**src/rtl/far_pkg.sv**
```systemverilog
// Package for the fraction arithmetic block: operation and status codes,
// beat types and controller command/status structs. No dependencies.
`default_nettype none
package far_pkg;
    localparam int unsigned InWidthDef = 32;
    localparam int unsigned MagW = 64;
    localparam int unsigned DenW = 62;
    localparam int unsigned CntW = 7;

    localparam logic [1:0] OP_ADD = 2'd0;
    localparam logic [1:0] OP_SUB = 2'd1;
    localparam logic [1:0] OP_MUL = 2'd2;
    localparam logic [1:0] OP_DIV = 2'd3;

    localparam logic [1:0] ST_OK   = 2'd0;
    localparam logic [1:0] ST_ZDEN = 2'd1;
    localparam logic [1:0] ST_DIVZ = 2'd2;

    typedef struct packed {
        logic [1:0]  cmd;
        logic [31:0] num_a;
        logic [31:0] den_a;
        logic [31:0] num_b;
        logic [31:0] den_b;
    } t_in;

    typedef struct packed {
        logic [63:0] res_num;
        logic [61:0] res_den;
        logic [1:0]  status;
    } t_out;

    typedef struct packed {
        logic load;
        logic mul1;
        logic mul2;
        logic sum;
        logic gcd_step;
        logic div_start;
        logic div_step;
    } t_cmd;

    typedef struct packed {
        logic early;
        logic div_done;
        logic y_zero;
    } t_status;
endpackage
`default_nettype wire

```
**src/rtl/far_ctrl.sv**
```systemverilog
// Controller for the fraction arithmetic block: sequences products,
// Euclidean GCD and the two exact divisions. Depends on far_pkg.
`default_nettype none
module far_ctrl (
    input  wire logic               i_clk,
    input  wire logic               i_rst_n,
    input  wire logic               i_in_valid,
    output logic                    o_in_ready,
    output logic                    o_out_valid,
    input  wire logic               i_out_ready,
    input  wire far_pkg::t_status   i_status,
    output far_pkg::t_cmd           o_cmd
);
    import far_pkg::*;

    localparam logic [2:0] S_IDLE = 3'd0;
    localparam logic [2:0] S_MUL1 = 3'd1;
    localparam logic [2:0] S_MUL2 = 3'd2;
    localparam logic [2:0] S_SUM  = 3'd3;
    localparam logic [2:0] S_GCD  = 3'd4;
    localparam logic [2:0] S_DIV  = 3'd5;
    localparam logic [2:0] S_OUT  = 3'd6;

    logic [2:0] r_state, n_state;

    always_ff @(posedge i_clk) begin
        if (!i_rst_n) begin
            r_state <= S_IDLE;
        end else begin
            r_state <= n_state;
        end
    end

    always_comb begin
        n_state     = r_state;
        o_cmd       = '0;
        o_in_ready  = 1'b0;
        o_out_valid = 1'b0;
        unique case (r_state)
            S_IDLE: begin
                o_in_ready = 1'b1;
                if (i_in_valid) begin
                    o_cmd.load = 1'b1;
                    n_state = S_MUL1;
                end
            end
            S_MUL1: begin
                if (i_status.early) begin
                    n_state = S_OUT;
                end else begin
                    o_cmd.mul1 = 1'b1;
                    n_state = S_MUL2;
                end
            end
            S_MUL2: begin
                o_cmd.mul2 = 1'b1;
                n_state = S_SUM;
            end
            S_SUM: begin
                o_cmd.sum = 1'b1;
                n_state = S_GCD;
            end
            S_GCD: begin
                if (i_status.y_zero) begin
                    o_cmd.div_start = 1'b1;
                    n_state = S_DIV;
                end else begin
                    o_cmd.gcd_step = 1'b1;
                end
            end
            S_DIV: begin
                if (i_status.div_done) begin
                    n_state = S_OUT;
                end else begin
                    o_cmd.div_step = 1'b1;
                end
            end
            S_OUT: begin
                o_out_valid = 1'b1;
                if (i_out_ready) begin
                    n_state = S_IDLE;
                end
            end
            default: n_state = S_IDLE;
        endcase
    end
endmodule
`default_nettype wire

```
**config.mk**
```make
export PLATFORM = sky130hd
export DESIGN_NAME = far_ctrl
export DESIGN_NICKNAME = d
export VERILOG_FILES = /design/src/rtl/far_pkg.sv /design/src/rtl/far_ctrl.sv
export SDC_FILE = /design/constraint.sdc
export NUM_CORES = 1
export LEC_CHECK = 0
export BUFFER_PORTS_ARGS = -buffer_cell sky130_fd_sc_hd__buf_2
export CORE_AREA = 2 2 39 41
export CTS_CLUSTER_DIAMETER = 100
export DETAILED_ROUTE_END_ITERATION = 10
export DIE_AREA = 0 0 41 43
export HOLD_SLACK_MARGIN = 0.12
export SLEW_MARGIN = 25
export SYNTH_ARGS = -nofsm -noshare
export SYNTH_HDL_FRONTEND = slang
export SYNTH_SLANG_ARGS = --single-unit
```
**constraint.sdc**
```tcl
create_clock -name i_clk -period 0.95 [get_ports i_clk]
set_input_delay 0.0475 -clock i_clk [delete_from_list [all_inputs] [get_ports i_clk]]
set_output_delay 0.0475 -clock i_clk [all_outputs]
set_load 0.05 [all_outputs]
```
==> impl_metrics.ini, run 1 <==
[final_layout]
drive_gt1_frac = 0.692
reg.largest.list = r_state x3
seqCellArea_um2 = 71.3
antenna_cells = 0
nFillCells = 138
multi_input_area_um2 = 245
final_area_um2 = 563
areaGrowthSynthToFinish_pct = 116
nNetsFinal = 60
top_register = r_state
largest_reg_flops = 3

[drt]
wl_met2_um = 406
drt-initial-drc-count = 2
firstDrtPassIters = 3
top_layer_used = met3
wire_per_inst_um = 10.8
met1_length_um = 287
wirelength_um = 734
vias_per_cell = 4.68
wl_met3_um = 40
drtAntennaViolNets = 0
drcViolationCount = 0
via_count = 318

[timing]
worst_slack_ps = -250
worstMarginPinSlew_ps = 204
fin_crit_sh = 1.26
rsz0062_at_grt = true
setup_viol = 11
report.final.hold_viol_count = 0
relSlewSlack = 0.864
layout_min_cycle_time_ps = 1200
fmax_ghz = 0.833
skew_ps = 2.76
final_max_slew_viol_count = 0

[clock_network]
clock_latency_ps = 230
numCtsBuffers = 3
clock-root-buffer = clkbuf_4
clockBufferDepth = 2
htreeDepth = 1
clkTransAtPathRegs_ps = 30
cts_tree = built
clock_sinks = 3

[min_path]
hp-class = in -> reg
whs_path_depth = 4
hold_path_startpoint = i_status[1]
min_to = r_state[1]

[synthesis]
synth_fp_nets = 36
synth_edf_count = 0
synthFlopType = dfxtp_1
synthCells = 29
ys_seq_elements = 3
ys.warnings.count = 0
ys_async_sr_fraction = 0
syn_area_um2 = 260
seq_area_frac_synth = 0.231
synth_area_per_cell_um2 = 8.97
synth.distinct_cells = 21

[global_route]
grt_use_total = 0.102
grt_max_degree = 14
grt_pass1_vias = 337
grt_pass1_wl_mm = 1.24
antenna_found_initial = 0
gr-total-overflow = 0

[power_and_ir_drop]
clkPwrFrac = 0.195
p_per_area_nw_per_um2 = 1960
vdd_drop_max_uv = 742
p_int_mw = 0.632
pwr-share-seq = 0.236
pwr-share-comb = 0.570
power.total_mw = 1.11
p_switching_mw = 0.473
leakage_nw = 0.234
switching_share = 0.428

[floorplan]
io_pins = 16
die_w_um = 41
start_util = 0.188
std_cell_rows = 14
die_h_um = 43
fp.dieArea_um2 = 1760
core_um2 = 1380

[placed_design]
gp_congestion = 0.584
postPlaceCellArea_um2 = 420
portBuffers = 15

[worst_setup_path]
crit_chain = buf_6 -> nor4b_4 -> buf_6
arrival_ps = 1150
rrSetupSlack_ps = -200
reg2reg_to = r_state[0]
required_ps = 900
worstSetupPathType = reg -> out
startpoint_type = flop
regToRegStartpoint = r_state[2]
crit_top_cell = buf_6
path_max_fanout = 8
ff2ff_path_depth = 4
max_stage_delay_ps = 360
crit_path_end_kind = output pin
crit_slowest_cell = dfxtp_4

[status]
outcome = finished, violations left
violations = negative setup slack

[flow_run]
maxCapViolCount = 0
through the flow:
stage | std cells | setup WS (ps) | utilization | setup TNS (ps) | hold WS (ps)
after floorplan | 29 | -405 | - | -1460 | 162
after global placement | 59 | -152 | 0.304 | -887 | 306
after detailed placement | 59 | -171 | 0.304 | -1010 | 305
after CTS | 68 | -288 | 0.405 | -2250 | 227
after global routing | 68 | -302 | 0.407 | -2670 | 277
final | 68 | -250 | 0.407 | -2030 | 243
how the worst max path moves through the flow:
stage                  to  startpoint  slack (ps)  depth (start not counted)
4_1_cts          o_cmd[5]  r_state[2]        -290                          3
2_1_floorplan    o_cmd[6]  r_state[2]        -410                          3
3_3_place_gp   r_state[2]  r_state[2]        -150                          2
6_report         o_cmd[5]  r_state[2]        -250                          3
5_1_grt          o_cmd[5]  r_state[2]        -300                          3
3_5_place_dp     o_cmd[5]  r_state[2]        -170                          3
final cells by class:
class                           instances  share of cell area
Multi-Input combinational cell         23               0.436
Sequential cell                         3               0.127
Tap cell                               16              0.0356
Timing Repair Buffer                   22               0.356
Clock buffer                            4              0.0467
layout by cell type, fill, tap and decap left out, drive strengths merged:
cell         count
o31a             1
nand2b           1
a21oi            2
nand3b           2
buf             19
nor3b            2
nor3             1
and2             1
nand2            1
nor4bb           1
mux2i            1
and3b            2
and4bb           1
a21boi           1
dfxtp            3
dlygate4sd3      2
nor2             1
o211a            1
o21ai            2
nor4b            2
clkbuf           5
power by group through the flow:
| stage | clock network (mW) | registers (mW) | logic (mW) |
|---|---|---|---|
| 6_report | 0.215 | 0.261 | 0.630 |
| 2_1_floorplan | 0 | 0.199 | 0.479 |
| 5_1_grt | 0.232 | 0.269 | 0.671 |
| 4_1_cts | 0.231 | 0.264 | 0.626 |
| 3_3_place_gp | 0 | 0.280 | 0.458 |
| 3_5_place_dp | 0 | 0.285 | 0.458 |
critical path, delay by kind of cell, from the launching register on:
kind	cells	cell delay, ps
DFF	1	360
buffers and inverters	2	310
and+or+nand+nor	1	250
synthesized netlist by cell type (all sizes together) (2+ instances only):
master	n	area [um2]
o21ai	2	10.0
nor3b	2	15.0
dfxtp	3	60.1
and3b	2	17.5
buf	3	20.0
nand3b	2	15.0
nor4b	2	23.8
a21oi	2	10.0
layer usage:
| metal | track usage | vias to the layer above |
|---|---|---|
| met3 | 0.0157 | 0 |
| li1 | - | 156 |
| met4 | 0.0800 | 0 |
| met2 | 0.178 | 10 |
| met5 | 0 | - |
| met1 | 0.0962 | 152 |
kinds of logic (layout without fill, tap and decap cells):
kind of cell | Yosys count | in the layout | synth area share
compound gates | 7 | 7 | 0.178
mux | 1 | 1 | 0.0385
buf+inv | 3 | 26 | 0.0769
flops | 3 | 3 | 0.231
simple gates | 15 | 15 | 0.476
repair_timing:
action	CTS	global route
hold buffers	2	0
resized for setup	25	1
setup buffers	3	0
cloned	0	0
hold endpoints to repair	3	0
setup endpoints to repair	11	12
pin swaps	2	2
No activity file was read; power rests on OpenSTA's default activity.
==> run 2: changes to the inputs <==
Clock period 0.95 ns to 1.5 ns, I/O delays scaled along.
==> impl_metrics.ini, run 2 (synthesized netlist as in run 1, its figures left out) <==
[status]
outcome = finished clean

[timing]
report.final.hold_viol_count = 0
fin_setup_tns_ps = 0
fin_crit_sh = 0.945
fmax_ghz = 0.706
setup_viol = 0
worst_slack_ps = 82.7
rsz0062_at_grt = false
final_max_slew_viol_count = 0
relSlewSlack = 0.813
layout_min_cycle_time_ps = 1420
worstMarginPinSlew_ps = 280
skew_ps = 3.85

[worst_setup_path]
reg2reg_to = r_state[2]
crit_path_end_kind = output pin
ff2ff_path_depth = 2
required_ps = 1420
path_max_fanout = 9
worstSetupPathType = reg -> out
arrival_ps = 1340
startpoint_type = flop
rrSetupSlack_ps = 370
regToRegStartpoint = r_state[2]

[clock_network]
clkTransAtPathRegs_ps = 30
clock-root-buffer = clkbuf_4
htreeDepth = 1
cts_setup_buffers = 0
cts_tree = built
clock_latency_ps = 240
clockBufferDepth = 2
clock_sinks = 3
numCtsBuffers = 3

[final_layout]
fin_util = 0.294
top_register = r_state
nFillCells = 143
final_cell_mix = buf_2, clkbuf_4
antenna_cells = 0
areaGrowthSynthToFinish_pct = 56.2
reg.largest.list = r_state x3
drive_gt1_frac = 0.596
largest_reg_flops = 3
nNetsFinal = 55
final_common_cell = buf_2

[power_and_ir_drop]
p_per_area_nw_per_um2 = 1380
leakage_nw = 0.190
vdd_drop_max_uv = 404

[drt]
firstDrtPassIters = 2
wirelength_um = 628
drtAntennaViolNets = 0
vias_per_cell = 4.46
via_count = 281
drt-initial-drc-count = 1
wire_per_inst_um = 9.97
drcViolationCount = 0

[floorplan]
core_um2 = 1380
io_pins = 16
die_w_um = 41
fp.dieArea_um2 = 1760
std_cell_rows = 14
die_h_um = 43
start_util = 0.188

[min_path]
min_to = r_state[1]
hp-class = in -> reg
hold_path_startpoint = i_out_ready
whs_path_depth = 4

[global_route]
grt_use_total = 0.0863
grt_pass1_wl_um = 945
grt_pass1_vias = 231
gr-total-overflow = 0
antenna_found_initial = 0
grt_max_degree = 16

[placed_design]
portBuffers = 15
hpwlAfterDp_um = 434
place_ws_ps = 216
gp_congestion = 0.674

[flow_run]
maxCapViolCount = 0
## run 2: cell types whose count changed in the layout (fill, tap and decap cells not counted), sizes merged
cell	previous run	this run
buf	19	16
dlygate4sd3	2	1
clkbuf	5	4
## run 2: routing by layer
layer	up-vias	GRT usage	wire [um]
met2	9	0.103	307
li1	144	-	-
met5	-	0	0
met3	0	0.0785	52
met4	0	0.0600	0
met1	128	0.0929	268
## run 2: report_power, final
| group | total [mW] | switching, mW | internal, mW |
|---|---|---|---|
| combinational | 0.269 | 0.171 | 0.0984 |
| sequential | 0.151 | 0.0521 | 0.0987 |
| clock | 0.143 | 0.0436 | 0.0998 |
## run 2: what timing repair did
item | CTS | global route
hold buffers | 1 | 0
hold endpoints to repair | 2 | 0
setup endpoints to repair | 3 | 2
gates resized for setup | 1 | 1
cloned | 0 | 0
pin swaps | 0 | 0
## run 2: metrics by stage
step                instances  area (um2)  total power, mW  hold slack [ps]
CTS                        63         405            0.574              153
global placement           58         368            0.417              328
floorplan                  29         285            0.371              203
finish                     63         407            0.563              149
global route               63         407            0.607              156
detailed placement         58         368            0.418              333
## run 2: how the worst max path moves through the flow
stage                    start        to  slack (ps)  depth (start not counted)
finish              r_state[0]  o_cmd[1]          80                          3
detailed placement  r_state[2]  o_cmd[1]         220                          2
global route        r_state[0]  o_cmd[1]           6                          3
global placement    r_state[2]  o_cmd[1]         230                          2
floorplan           r_state[1]  o_cmd[1]        -110                          2
CTS                 r_state[1]  o_cmd[3]          50                          2
## run 2: critical path, stage by stage (launching register included)
cell and delay (ps):
dfxtp_1 370, buf_4 200, nor4bb_2 240, buf_2 300
## run 2: cell type report
cell class | instances | area, um2 | area share
sequential | 3 | 62.6 | 0.154
tap | 16 | 20.0 | 0.0492
timing repair buffer | 17 | 92.6 | 0.228
multi-input combinational | 23 | 205 | 0.505
clock buffer | 4 | 26.3 | 0.0646
==> run 3: changes to the inputs <==
Settings changed: ABC_AREA set to 1.
==> impl_metrics.ini, run 3 <==
[synthesis]
synth_fp_nets = 53
synth-compound-area-share = 0.0867
synth_common_cells = nand2_1, inv_1, nor2_1
synth_edf_count = 0
ys_async_sr_fraction = 0
synth_area_per_cell_um2 = 5.33
synthAdderAreaFrac = 0
seq_area_frac_synth = 0.245
synthSimpleGateAreaFrac = 0.485
ys.warnings.count = 0
synth_top_family_by_area = simple AND/OR/NAND/NOR gates
synth_top_area_share = 0.245
ys_seq_elements = 3
synthTopCellsByArea = dfxtp_1, nand2_1, inv_1, nor2_1, nor2_2
synth-xor-area-share = 0
syn_area_um2 = 245
synthCells = 46
synth_area_leader_cell = dfxtp_1
synth_mux_area_frac = 0
yosysMostFrequentCell = nand2_1
synth.distinct_cells = 13
synthFlopType = dfxtp_1

[timing]
setup_viol = 0
final_max_slew_viol_count = 0
rsz0062_at_grt = false
whs_ps = 134
fin_crit_sh = 0.898
report.final.hold_viol_count = 0
fmax_ghz = 0.742
relSlewSlack = 0.832
layout_min_cycle_time_ps = 1350
worstMarginPinSlew_ps = 254
skew_ps = 2.30

[drt]
drt-initial-drc-count = 4
wirelength_um = 647
wire_per_inst_um = 7.89
via_count = 324
vias_per_cell = 3.95
drtAntennaViolNets = 0
firstDrtPassIters = 2
drcViolationCount = 0

[flow_run]
maxCapViolCount = 0

[worst_setup_path]
cpLargestDelayFamily = flip-flops
startpoint_type = flop
max_stage_delay_ps = 440
path_buf_inv = 3
crit_chain = inv_2 -> nor2_1 -> nand2_1 -> inv_1 -> clkbuf_4
worstSetupPathType = reg -> out
crit_slowest_cell = dfxtp_1
arrival_ps = 1270
ff2ff_path_depth = 8
crit_path_end_kind = output pin
cp.depth = 5
required_ps = 1420
path_max_fanout = 6

[final_layout]
nNetsFinal = 74
final_cell_mix = buf_2, nand2_1, inv_1, nor2_1
final_common_cell = buf_2
top_register = r_state
final_cells = 82
drive_gt1_frac = 0.424
final_area_um2 = 399
areaGrowthSynthToFinish_pct = 62.8
antenna_cells = 0
largest_reg_flops = 3
reg.largest.list = r_state x3

[clock_network]
clock_sinks = 3
cts_tree = built
clock-root-buffer = clkbuf_4
clkTransAtPathRegs_ps = 40
clock_latency_ps = 230
numCtsBuffers = 3
clockBufferDepth = 2
htreeDepth = 1

[placed_design]
dp_cells = 77
portBuffers = 15
hpwlAfterDp_um = 548
postPlaceCellArea_um2 = 359
gp_congestion = 0.740

[floorplan]
start_util = 0.177
std_cell_rows = 14
core_um2 = 1380
io_pins = 16
die_w_um = 41
die_h_um = 43
fp.dieArea_um2 = 1760

[power_and_ir_drop]
power.total_mw = 0.963
p_per_area_nw_per_um2 = 2410
leakage_nw = 0.250
vdd_drop_max_uv = 528

[status]
outcome = finished clean

[global_route]
gr-total-overflow = 0
grt_pass1_vias = 285
grt_pass1_wl_mm = 1.01
antenna_found_initial = 0
grt_max_degree = 8
grt_use_total = 0.0872

[min_path]
whs_path_depth = 4
hp-class = in -> reg
## run 3: cell count changes in the layout (fill, tap and decap cells not counted), sizes merged, moves of 2 or more
cell / change
nor4b: -2
buf: -2
nand3b: -2
nand3: +2
nor3b: -2
and3b: -2
nand2: +11
nor2: +8
inv: +12
## run 3: path summary, 6_finish.rpt
kind | slack [ps] | from | to
max reg2reg | 350 | r_state[0] | r_state[2]
min | 130 | i_out_ready | r_state[1]
min reg2reg | 630 | r_state[0] | r_state[0]
max | 150 | r_state[0] | o_cmd[0]
## run 3: what timing repair did
item                                    4_1_cts  5_1_grt
hold buffers                                  1        0
endpoints found under the hold margin         3        0
setup buffers                                 0        0
endpoints found under the setup margin        0        1
gates resized for setup                       0        2
## run 3: kinds of logic (layout without fill, tap and decap cells)
logic type / after synthesis / count (layout)
buffers and inverters: 12 / 32
AOI/OAI and AO/OA: 4 / 4
and+or+nand+nor: 27 / 27
DFF: 3 / 3
## run 3: metal layers
| metal | GRT usage | share of wire | up-vias |
|---|---|---|---|
| met3 | 0.0628 | 0.074 | 0 |
| met5 | 0 | 0 | - |
| met2 | 0.138 | 0.48 | 10 |
| met1 | 0.0799 | 0.45 | 136 |
| met4 | 0.0400 | 0 | 0 |
| li1 | - | - | 178 |
## run 3: cell type report
cell class / count / area [um2]
flip-flops and latches: 3 / 61.3
multi-input cells: 31 / 159
clock buffers: 4 / 26.3
fillers: 158 / 985
repair buffers: 16 / 87.6
inverters: 12 / 45.0
well taps: 16 / 20.0
## run 3: where the power goes
part / internal, mW / switching, mW / leakage [nW]
Sequential: 0.120 / 0.0699 / 0.0251
Clock: 0.0997 / 0.0419 / 0.0150
Combinational: 0.162 / 0.470 / 0.209
## run 3: metrics by stage
| step | utilization | setup slack [ps] | TNS (ps) |
|---|---|---|---|
| 3_3_place_gp | 0.259 | 348 | 0 |
| 3_5_place_dp | 0.259 | 324 | 0 |
| 5_1_grt | 0.288 | 20.2 | 0 |
| 2_1_floorplan | - | -27.3 | -27.3 |
| 4_1_cts | 0.286 | 92.9 | 0 |
| 6_report | 0.288 | 153 | 0 |
## run 3: worst reg2reg max path, stage by stage, from the launching register on
cell and delay (ps):
dfxtp_1 440, inv_2 100, nor2_1 130, nand2_1 100, nand2_1 90, nor2_2 50
nand2_1 50, nand2_1 50, nor2_2 70
